===== config.mk =====
export PLATFORM = sky130hd
export DESIGN_NAME = stop_and_wait_rtt_sender
export DESIGN_NICKNAME = d
export VERILOG_FILES = /design/src/rtl/swrtt_pkg.sv /design/src/rtl/swrtt_in_reg.sv /design/src/rtl/swrtt_state.sv /design/src/rtl/stop_and_wait_rtt_sender.sv
export SDC_FILE = /design/constraint.sdc
export NUM_CORES = 1
export LEC_CHECK = 0
export BUFFER_PORTS_ARGS = -buffer_cell sky130_fd_sc_hd__buf_2
export CAP_MARGIN = 20
export CORE_MARGIN = 2
export CORE_UTILIZATION = 60
export CTS_CLUSTER_DIAMETER = 60
export CTS_CLUSTER_SIZE = 16
export DETAILED_ROUTE_END_ITERATION = 10
export PLACE_DENSITY = 0.8
export SLEW_MARGIN = 25
export SYNTH_ARGS = -nofsm -noshare
export SYNTH_HDL_FRONTEND = slang
export SYNTH_HIERARCHICAL = 1
export SYNTH_SLANG_ARGS = --single-unit

===== constraint.sdc =====
create_clock -name clk -period 13.2 [get_ports clk]
set_clock_uncertainty 0.2 [all_clocks]
set_input_delay 1.98 -clock clk [delete_from_list [all_inputs] [get_ports clk]]
set_output_delay 1.98 -clock clk [all_outputs]
set_load 0.02 [all_outputs]

===== src/rtl/swrtt_pkg.sv =====
`default_nettype none
package swrtt_pkg;

  localparam int OpW     = 3;
  localparam int SeqW    = 32;
  localparam int MsW     = 16;
  localparam int ToW     = 24;
  localparam int ActW    = 2;
  localparam int CfgIdxW = 2;
  localparam int CfgW    = 24;

  localparam int InDataW  = 56;
  localparam int OutDataW = 80;

  localparam logic [MsW-1:0] InitRttRst = 16'd600;
  localparam logic [MsW-1:0] InitDevRst = 16'd30;
  localparam logic [ToW-1:0] MaxToRst   = 24'd60000;
  localparam logic [ToW-1:0] TimeoutRst = 24'd720;

  typedef enum logic [OpW-1:0] {
    OP_OPEN  = 3'd0,
    OP_SEND  = 3'd1,
    OP_END   = 3'd2,
    OP_ACK   = 3'd3,
    OP_TIMER = 3'd4
  } op_t;

  typedef enum logic [ActW-1:0] {
    ACT_NONE = 2'd0,
    ACT_TX   = 2'd1,
    ACT_RETX = 2'd2,
    ACT_DONE = 2'd3
  } act_t;

  typedef enum logic [CfgIdxW-1:0] {
    REG_INIT_RTT = 2'd0,
    REG_INIT_DEV = 2'd1,
    REG_MAX_TO   = 2'd2
  } reg_idx_t;

  typedef struct packed {
    logic [MsW-1:0]  elapsed_ms;
    logic [SeqW-1:0] ack_value;
    logic [OpW-1:0]  operation;
  } item_t;

  typedef struct packed {
    logic            waiting;
    logic [MsW-1:0]  rtt_ms;
    logic [ToW-1:0]  timeout_ms;
    logic [SeqW-1:0] sequence_out;
    logic [ActW-1:0] action;
  } result_t;

  typedef struct packed {
    logic [MsW-1:0] init_rtt;
    logic [MsW-1:0] init_dev;
    logic [ToW-1:0] max_timeout;
  } cfg_t;

endpackage
`default_nettype wire


===== src/rtl/swrtt_in_reg.sv =====
`default_nettype none
module swrtt_in_reg (
  input  wire                  clk,
  input  wire                  rst_n,
  input  wire                  in_valid,
  output logic                 in_ready,
  input  swrtt_pkg::item_t     in_item,
  output logic                 item_valid,
  input  wire                  item_take,
  output swrtt_pkg::item_t     item
);
  import swrtt_pkg::*;

  logic  valid_r;
  item_t item_r;

  // refill in the same cycle the held item moves on
  assign in_ready   = !valid_r || item_take;
  assign item_valid = valid_r;
  assign item       = item_r;

  always_ff @(posedge clk) begin
    if (!rst_n) begin
      valid_r <= 1'b0;
    end else if (in_ready) begin
      valid_r <= in_valid;
    end
  end

  always_ff @(posedge clk) begin
    if (in_ready && in_valid) begin
      item_r <= in_item;
    end
  end

endmodule
`default_nettype wire


===== src/rtl/swrtt_state.sv =====
`default_nettype none
module swrtt_state (
  input  wire                  clk,
  input  wire                  rst_n,
  input  wire                  fire,
  input  swrtt_pkg::item_t     item,
  input  swrtt_pkg::cfg_t      cfg,
  output swrtt_pkg::result_t   result
);
  import swrtt_pkg::*;

  logic [SeqW-1:0] seq_r, seq_nxt;
  logic [MsW-1:0]  rtt_r, rtt_nxt;
  logic [MsW-1:0]  dev_r, dev_nxt;
  logic [ToW-1:0]  to_r, to_nxt;
  logic            wait_r, wait_nxt;

  logic [MsW-1:0]  diff;
  logic [MsW+1:0]  dev_sum;
  logic [MsW+1:0]  rtt_sum;
  logic [MsW-1:0]  dev_upd;
  logic [MsW-1:0]  rtt_upd;
  logic [ToW-1:0]  to_upd;
  logic [ToW-1:0]  to_open;
  logic [ToW:0]    to_dbl;
  logic [SeqW-1:0] seq_inc;
  logic            ack_ok;
  act_t            act;
  logic [SeqW-1:0] seq_out;

  assign seq_inc = seq_r + SeqW'(1);
  assign ack_ok  = item.ack_value == seq_inc;
  assign diff    = (item.elapsed_ms >= rtt_r) ? item.elapsed_ms - rtt_r
                                              : rtt_r - item.elapsed_ms;
  assign dev_sum = {1'b0, dev_r, 1'b0} + {2'b00, dev_r} + {2'b00, diff};
  assign rtt_sum = {1'b0, rtt_r, 1'b0} + {2'b00, rtt_r} + {2'b00, item.elapsed_ms};
  assign dev_upd = dev_sum[MsW+1:2];
  assign rtt_upd = rtt_sum[MsW+1:2];
  assign to_upd  = {{(ToW-MsW){1'b0}}, rtt_upd}
                 + {{(ToW-MsW-2){1'b0}}, dev_upd, 2'b00};
  assign to_open = {{(ToW-MsW){1'b0}}, cfg.init_rtt}
                 + {{(ToW-MsW-2){1'b0}}, cfg.init_dev, 2'b00};
  assign to_dbl  = {to_r, 1'b0};

  always_comb begin
    seq_nxt  = seq_r;
    rtt_nxt  = rtt_r;
    dev_nxt  = dev_r;
    to_nxt   = to_r;
    wait_nxt = wait_r;
    act      = ACT_NONE;
    seq_out  = seq_r;
    case (item.operation)
      OP_OPEN: begin
        seq_nxt  = '0;
        rtt_nxt  = cfg.init_rtt;
        dev_nxt  = cfg.init_dev;
        to_nxt   = to_open;
        wait_nxt = 1'b0;
        seq_out  = '0;
      end
      OP_SEND: begin
        act      = ACT_TX;
        wait_nxt = 1'b1;
      end
      OP_END: begin
        act = ACT_TX;
      end
      OP_ACK: begin
        if (wait_r) begin
          if (ack_ok) begin
            dev_nxt  = dev_upd;
            rtt_nxt  = rtt_upd;
            to_nxt   = to_upd;
            seq_nxt  = seq_inc;
            wait_nxt = 1'b0;
            act      = ACT_DONE;
          end else begin
            act = ACT_RETX;
          end
        end
      end
      OP_TIMER: begin
        if (wait_r) begin
          to_nxt = (to_dbl > {1'b0, cfg.max_timeout}) ? cfg.max_timeout
                                                      : to_dbl[ToW-1:0];
          act    = ACT_RETX;
        end
      end
      default: begin
      end
    endcase
  end

  always_comb begin
    result.action       = act;
    result.sequence_out = seq_out;
    result.timeout_ms   = to_nxt;
    result.rtt_ms       = rtt_nxt;
    result.waiting      = wait_nxt;
  end

  always_ff @(posedge clk) begin
    if (!rst_n) begin
      seq_r  <= '0;
      rtt_r  <= InitRttRst;
      dev_r  <= InitDevRst;
      to_r   <= TimeoutRst;
      wait_r <= 1'b0;
    end else if (fire) begin
      seq_r  <= seq_nxt;
      rtt_r  <= rtt_nxt;
      dev_r  <= dev_nxt;
      to_r   <= to_nxt;
      wait_r <= wait_nxt;
    end
  end

endmodule
`default_nettype wire


===== src/rtl/stop_and_wait_rtt_sender.sv =====
`default_nettype none
// Sender side of a stop-and-wait link with smoothed round trip estimation.
// Each input transfer is one event (open, send data, send end, ack, timer
// expiry) and yields exactly one result transfer with the action to take, the
// sequence number, the retransmit timeout, the smoothed RTT and the waiting
// flag. An event is held in an input register, evaluated against the state
// registers and written to the output register, so one event is taken every
// cycle while the output is not stalled, and its result reaches the output
// through the input register and then the output register; a stalled output
// holds one result and one event in flight. Configuration registers are
// sampled when an open event is evaluated (and the timeout limit on timer
// expiry) and should be written only while no event is in flight.
module stop_and_wait_rtt_sender (
  input  wire                              clk,
  input  wire                              rst_n,
  input  wire                              in_tvalid,
  output logic                             in_tready,
  // operation[2:0], ack_value[34:3], elapsed_ms[50:35], zero fill
  input  wire  [swrtt_pkg::InDataW-1:0]    in_tdata,
  output logic                             out_tvalid,
  input  wire                              out_tready,
  // action[1:0], sequence_out[33:2], timeout_ms[57:34], rtt_ms[73:58],
  // waiting[74], zero fill
  output logic [swrtt_pkg::OutDataW-1:0]   out_tdata,
  input  wire                              cfg_we,
  input  wire  [swrtt_pkg::CfgIdxW-1:0]    cfg_index,
  input  wire  [swrtt_pkg::CfgW-1:0]       cfg_wdata
);
  import swrtt_pkg::*;

  localparam int InUsedW  = $bits(item_t);
  localparam int OutUsedW = $bits(result_t);

  cfg_t    cfg_r;
  item_t   in_item;
  item_t   item;
  logic    item_valid;
  logic    fire;
  result_t result;
  result_t out_r;
  logic    out_valid_r;

  assign in_item = in_tdata[InUsedW-1:0];

  always_ff @(posedge clk) begin
    if (!rst_n) begin
      cfg_r.init_rtt    <= InitRttRst;
      cfg_r.init_dev    <= InitDevRst;
      cfg_r.max_timeout <= MaxToRst;
    end else if (cfg_we) begin
      case (cfg_index)
        REG_INIT_RTT: cfg_r.init_rtt    <= cfg_wdata[MsW-1:0];
        REG_INIT_DEV: cfg_r.init_dev    <= cfg_wdata[MsW-1:0];
        REG_MAX_TO:   cfg_r.max_timeout <= cfg_wdata[ToW-1:0];
        default: begin
        end
      endcase
    end
  end

  swrtt_in_reg u_in_reg (
    .clk        (clk),
    .rst_n      (rst_n),
    .in_valid   (in_tvalid),
    .in_ready   (in_tready),
    .in_item    (in_item),
    .item_valid (item_valid),
    .item_take  (fire),
    .item       (item)
  );

  // evaluate when the output register is free or being drained
  assign fire = item_valid && (!out_valid_r || out_tready);

  swrtt_state u_state (
    .clk    (clk),
    .rst_n  (rst_n),
    .fire   (fire),
    .item   (item),
    .cfg    (cfg_r),
    .result (result)
  );

  always_ff @(posedge clk) begin
    if (!rst_n) begin
      out_valid_r <= 1'b0;
    end else if (!out_valid_r || out_tready) begin
      out_valid_r <= item_valid;
    end
  end

  always_ff @(posedge clk) begin
    if (fire) begin
      out_r <= result;
    end
  end

  assign out_tvalid = out_valid_r;
  assign out_tdata  = {{(OutDataW-OutUsedW){1'b0}}, out_r};

  a_reset_empty: assert property (@(posedge clk) !rst_n |=> !out_tvalid)
    else $error("result valid right after reset");

  a_done_clears_wait: assert property (@(posedge clk) disable iff (!rst_n)
    out_tvalid && out_r.action == ACT_DONE |-> !out_r.waiting)
    else $error("acknowledged result still waiting");

  a_retx_waits: assert property (@(posedge clk) disable iff (!rst_n)
    out_tvalid && out_r.action == ACT_RETX |-> out_r.waiting)
    else $error("retransmit while not waiting");

  a_free_accepts: assert property (@(posedge clk) disable iff (!rst_n)
    !out_valid_r |-> in_tready)
    else $error("input stalled with empty output register");

endmodule
`default_nettype wire

==> results of run 1 <==
## layout make-up
cell class	instances	area, um^2	area share
Clock buffer	32	673	0.0339
Timing Repair Buffer	174	913	0.0460
Tap cell	390	488	0.0246
Sequential cell	273	6730	0.339
Clock inverter	16	218	0.0110
Inverter	103	387	0.0195
Multi-Input combinational cell	1489	10500	0.526
## per-layer routing
metal	track usage	up-vias	share of wire
met2	0.516	685	0.46
li1	-	7316	-
met5	0	-	0
met3	0.0401	114	0.077
met4	0.102	0	0.034
met1	0.449	7511	0.43
## final timing paths
check	slack, ns	end	start
worst max-delay path	4.91	out_tdata[49]	u_state/rtt_r[1]
worst min-delay path	0.28	cfg_r[20]	cfg_r[20]
worst max register to register	4.91	out_tdata[49]	u_state/rtt_r[1]
worst min register to register	0.28	cfg_r[20]	cfg_r[20]
## cells in the mapped netlist, types with 14 or more instances
| cell | n | share of area |
|---|---|---|
| nor3_1 | 37 | 0.010 |
| o21a_1 | 22 | 0.0092 |
| a21boi_0 | 14 | 0.0058 |
| and3_1 | 14 | 0.0049 |
| nand4_1 | 28 | 0.0097 |
| clkbuf_1 | 54 | 0.011 |
| inv_1 | 101 | 0.021 |
| nor2b_1 | 23 | 0.0080 |
| xnor2_1 | 60 | 0.029 |
| dfxtp_1 | 147 | 0.16 |
| mux2i_1 | 81 | 0.045 |
| o21ai_0 | 77 | 0.021 |
| a31oi_1 | 39 | 0.014 |
| a21oi_1 | 127 | 0.035 |
| ha_1 | 114 | 0.079 |
| xor2_1 | 39 | 0.019 |
| nand2_1 | 235 | 0.049 |
| buf_2 | 33 | 0.0092 |
| nand2b_1 | 20 | 0.0069 |
| nand3_1 | 57 | 0.016 |
| and2_1 | 42 | 0.015 |
| nor2_1 | 124 | 0.026 |
| edfxtp_1 | 126 | 0.21 |
| a21o_1 | 41 | 0.017 |
| o211ai_1 | 21 | 0.0087 |
| fa_1 | 36 | 0.040 |
## power groups by stage
| stage | logic (uW) | clock network, uW | registers, uW |
|---|---|---|---|
| after detailed placement | 984 | 0 | 979 |
| after global routing | 1100 | 825 | 964 |
| after CTS | 993 | 798 | 960 |
| after global placement | 958 | 0 | 977 |
| after floorplan | 715 | 0 | 989 |
| final | 1010 | 789 | 960 |
## logic make-up after synthesis
group                      Yosys count  synth area share
AOI/OAI and AO/OA                  489             0.179
muxes                               82            0.0456
other                                1          0.000208
buffers and inverters              208            0.0496
and+or+nand+nor                    664             0.185
xor gates and xnor gates            99            0.0481
DFF                                273             0.373
adders and majority gates          150             0.119
## sequential cells by signal, summed over array words and instances (netlist names)
signal               flops
u_state/to_r            24
u_state/wait_r           1
u_state/seq_r           32
cfg_r                   56
u_in_reg/item_valid      1
out_tvalid               1
u_in_reg/item           51
out_tdata               75
u_state/dev_r           16
u_state/rtt_r           16
## through the flow
| stage | hold WS [ns] | util | instances | setup WS, ns | cell area, um^2 |
|---|---|---|---|---|---|
| detailed placement | 0.266 | 0.640 | 2429 | 5.10 | 19000 |
| global placement | 0.260 | 0.640 | 2429 | 5.32 | 19000 |
| finish | 0.275 | 0.670 | 2477 | 4.91 | 19900 |
| CTS | 0.282 | 0.670 | 2477 | 5.05 | 19900 |
| global route | 0.304 | 0.670 | 2477 | 4.25 | 19900 |
| floorplan | 0.235 | - | 1970 | 4.90 | 18000 |
## worst max-delay path, delay by kind of cell, from the launching register on
kind / cells / cell delay, ns
AND/OR/NAND/NOR: 2 / 0.28
flip-flops: 1 / 0.51
adder cells (fa/ha/maj): 4 / 1.85
AO/OA/AOI/OAI: 14 / 4.03
XOR/XNOR: 2 / 0.40
multiplexers: 1 / 0.27
buffers and inverters: 2 / 0.49
==> results.cfg, run 1 <==
[layout]
mostFrequentLayoutCell = nand2_1
n_antenna_cell = 0
fillers = 2429
area_growth_pct = 10.2
drive_above_1_share = 0.125
layout_common_cells = nand2_1, buf_2, dfxtp_1
final_nets = 2304

[power]
peakVddDrop_v = 0.000142
total_power_uw = 2760
p_sw_uw = 1010
p_int_uw = 1750
combPwrFrac = 0.367
leakage_uw = 0.00826
seq_power_share = 0.348
power.density_nw_per_um2 = 139
clockPowerShare = 0.286
p_sw_frac = 0.365

[setup_path]
worstPathRequired_ns = 13.31
crit_fanout = 24
critPathMaxStageDelay_ns = 0.60
r2r_cells = 25
crit_path_top_delay_cell = o41ai_1
crit_path_end_kind = flop
critPathKind = flop to flop
arrival_ns = 8.39
crit_path_frequent_cell = fa_1
worstSetupStartpointType = flop

[route]
drtPass1Iterations = 6
antenna_left = 0
drc_errors = 0
avgRoutedWirePerCell_um = 20.7
routed_wl_um = 51200
drt-initial-drc-count = 1547
via_per_inst = 6.31
vias = 15600

[placed_design]
routabilityCongestion = 0.958
io_buffers = 158
dp_hpwl_um = 37400

[die]
die_height_um = 177
dieArea_um2 = 31400
core_area_um2 = 29600
fp.dieW_um = 177
rows = 63
num_io_pins = 169
start_util = 0.608

[timing]
finalSetupViolCount = 0
slew_viol_final = 0
timing.fmax_mhz = 121
finalHoldViolCount = 0
final.period_utilization = 0.628
setup_tns_ns = 0
fin_crit_ns = 8.29
rsz0062_at_grt = no
worstMarginPinSlew_ns = 1.08
relSlewSlack = 0.282

[yosys]
synthCells = 1966
synth_edf_count = 126
synth_area_um2 = 18000
ys_warn_count = 6
avgSynthCellArea_um2 = 9.17
synth_flop_cell = dfxtp_1
async_flop_share = 0
synth_seq_cells = 273
ys_types = 93
yosysSeqAreaShare = 0.373

[clock_network]
clockBufferDepth = 3
cts_tree = built
cts_hold_buf = 0
h-tree-depth = 1
cts_made_buffers = 26
cts_sinks = 273
clock_latency_ns = 0.56
root_buffer = clkbuf_16
cts_post_setup_buffers_inserted = 0
cts-resized-gates = 0
clkTransAtPathRegs_ns = 0.07

[grt]
grt_max_degree = 81
grt-ovfl-total = 0
antenna_found_initial = 0
grt_pass1_wl_um = 79700
grt_util_all_layers = 0.320
grt_pass1_vias = 14800

[flow_run]
max-cap-violations = 0

[outcome]
status = completed

[hold_path]
hold-path-cell-count = 2
hold_path.class = flop to flop
No activity file was read; power rests on OpenSTA's default activity.
==> run 2, diff against run 1 <==
--- a/config.mk
+++ b/config.mk
@@ -5,6 +5,7 @@
 export SDC_FILE = /design/constraint.sdc
 export NUM_CORES = 1
 export LEC_CHECK = 0
+export ABC_AREA = 1
 export BUFFER_PORTS_ARGS = -buffer_cell sky130_fd_sc_hd__buf_2
 export CAP_MARGIN = 20
 export CORE_MARGIN = 2
@@ -12,7 +13,7 @@
 export CTS_CLUSTER_DIAMETER = 60
 export CTS_CLUSTER_SIZE = 16
 export DETAILED_ROUTE_END_ITERATION = 10
-export PLACE_DENSITY = 0.8
+export PLACE_DENSITY = 0.79
 export SLEW_MARGIN = 25
 export SYNTH_ARGS = -nofsm -noshare
 export SYNTH_HDL_FRONTEND = slang
==> constraint.sdc (replaced) <==
create_clock -name clk -period 8.1 [get_ports clk]
set_clock_uncertainty 0.2 [all_clocks]
set_input_delay 1.215 -clock clk [delete_from_list [all_inputs] [get_ports clk]]
set_output_delay 1.215 -clock clk [all_outputs]
set_load 0.02 [all_outputs]
==> run 2 against run 1 <==
Hold slack got worse by 0.0094 ns. First-iteration DRC count rose by 2.3%. Clock power up 79%. Synthesized area grew 5.5%. Global-route usage is 1.6 points higher. Maximum frequency rose by 21%. Total power increased by 77%. Final cell count is 27% higher. Synthesized cell count is 32% higher. Critical path type unchanged. Critical endpoint is now u_state/to_r[16]. Highest routed layer unchanged.
==> results.cfg, run 2 <==
[route]
drt-initial-drc-count = 1583
drc_errors = 0
routed_wl_um = 56400
via_per_inst = 5.71
avgRoutedWirePerCell_um = 18.0
antenna_left = 0
drtPass1Iterations = 8
vias = 17900

[layout]
final_core_util = 0.670
n_antenna_cell = 0
area_growth_pct = 10.6
fin_cells = 3136
layout_common_cells = nand2_1, inv_1, nor2_1
drive_above_1_share = 0.105
mostFrequentLayoutCell = nand2_1
fin_area_um2 = 21000
largest_reg_flops = 75
fillers = 2751
final_nets = 2948

[clock_network]
clockBufferDepth = 3
cts_post_setup_buffers_inserted = 0
cts_hold_buf = 0
clock_latency_ns = 0.59
clkTransAtPathRegs_ns = 0.07
cts_made_buffers = 31
root_buffer = clkbuf_16
cts-resized-gates = 0
h-tree-depth = 1
cts_sinks = 273
cts_tree = built

[die]
core_area_um2 = 31400
dieArea_um2 = 33100
fp.dieW_um = 182
start_util = 0.606
rows = 65
num_io_pins = 169
die_height_um = 182

[power]
power.density_nw_per_um2 = 232
p_int_uw = 2930
peakVddDrop_v = 0.000200
p_sw_uw = 1950
p_sw_frac = 0.400
combPwrFrac = 0.385
seq_power_share = 0.326
leakage_uw = 0.00988
clockPowerShare = 0.289

[yosys]
synth_area_um2 = 19000
yosysSeqAreaShare = 0.354
ys_warn_count = 6
synthTopCellsByArea = edfxtp_1, dfxtp_1, nand2_1
synth_flop_cell = dfxtp_1
yosys.area.top_type_share = 0.199
ys_types = 55
synth_edf_count = 126
ys_top_cells_by_count = nand2_1, inv_1, nor2_1, a21oi_1, nand3_1
synth_largest_area_cell = edfxtp_1
yosys.cell_count.top_type = nand2_1
synth_seq_cells = 273
avgSynthCellArea_um2 = 7.35
async_flop_share = 0
synthCells = 2588

[setup_path]
crit_fanout = 21
crit_path_frequent_cell = nand2_1
timing.reg2reg.setup_slack_ns = 1.25
crit_path_end_kind = flop
crit_path_top_delay_cell = fa_1
critPathKind = flop to flop
worstPathRequired_ns = 8.38
critPathMaxStageDelay_ns = 0.53
r2r_end = u_state/to_r[16]
worstSetupStartpointType = flop
r2r_cells = 32
r2r-start = u_state/rtt_r[0]
arrival_ns = 7.14

[timing]
final.period_utilization = 0.846
rsz0062_at_grt = no
slew_viol_final = 0
setup_tns_ns = 0
relSlewSlack = 0.342
finalHoldViolCount = 0
finalSetupViolCount = 0
fin_crit_ns = 6.85
timing.fmax_mhz = 146
worstMarginPinSlew_ns = 0.974

[placed_design]
place_area_um2 = 20000
routabilityCongestion = 0.951
dp_hpwl_um = 41300
dp.cells = 3080
io_buffers = 158

[hold_path]
hold_path.class = flop to flop
hold_path_startpoint = cfg_r[6]
hold-path-cell-count = 2
whs_endpoint = cfg_r[6]

[flow_run]
max-cap-violations = 0

[grt]
antenna_found_initial = 0
grt_max_degree = 78
grt_pass1_wl_um = 88500
grt_pass1_vias = 17200
grt-ovfl-total = 0
grt_util_all_layers = 0.336

[outcome]
status = completed
-- run 2: layout make-up --
type                       instances  area [um^2]  area share
timing repair buffer             174          911      0.0433
inverter                         342         1280      0.0610
clock buffer                      36          815      0.0387
multi-input combinational       1889        10600       0.503
clock inverter                    20          226      0.0108
sequential                       273         6730       0.320
tap                              402          503      0.0239
-- run 2: worst max-delay path by stage --
stage	from	to	slack (ns)
6_report	u_state/rtt_r[0]	u_state/to_r[16]	1.25
5_1_grt	u_in_reg/item[42]	u_state/to_r[16]	0.63
4_1_cts	u_in_reg/item[42]	u_state/to_r[15]	1.37
3_5_place_dp	u_in_reg/item[42]	out_tdata[49]	1.39
3_3_place_gp	u_in_reg/item[42]	out_tdata[49]	1.46
2_1_floorplan	out_tready	u_in_reg/item[0]	1.21
-- run 2: cell families (layout without fill, tap and decap cells) --
kind of cell,count (synthesis),after routing,synth area share
compound gates,445,445,0.134
mux,9,9,0.00474
buf+inv,430,572,0.0931
flops,273,273,0.354
fa+ha+maj,150,150,0.113
xor+xnor,57,57,0.0270
simple gates,1223,1223,0.274
other cells,1,5,0.000197
-- run 2: critical path, delay by kind of cell, from the launching register on --
family	cells	cell delay (ns)
buffers and inverters	2	0.32
adder cells (fa/ha/maj)	5	2.08
AO/OA/AOI/OAI	6	1.29
AND/OR/NAND/NOR	17	1.88
flip-flops	1	0.46
XOR/XNOR	2	0.49
-- run 2: power groups by stage --
stage	clock [uW]	sequential, uW	combinational, uW
3_5_place_dp	0	1620	1830
4_1_cts	1440	1590	1840
2_1_floorplan	0	1640	1320
5_1_grt	1480	1600	2070
3_3_place_gp	0	1620	1800
6_report	1410	1590	1880
-- run 2: metal layers --
layer	GRT usage	wire, um	vias up
met3	0.0407	4200	168
met1	0.437	23500	8168
met5	0	0	-
met4	0.156	2880	0
li1	-	-	8792
met2	0.562	25800	790
-- run 2: per-stage QoR --
stage / worst slack, ns / hold slack (ns) / total power (uW)
floorplan: 1.21 / 0.229 / 2960
global placement: 1.46 / 0.245 / 3420
detailed placement: 1.39 / 0.254 / 3450
CTS: 1.37 / 0.270 / 4870
global route: 0.632 / 0.319 / 5160
finish: 1.25 / 0.266 / 4880
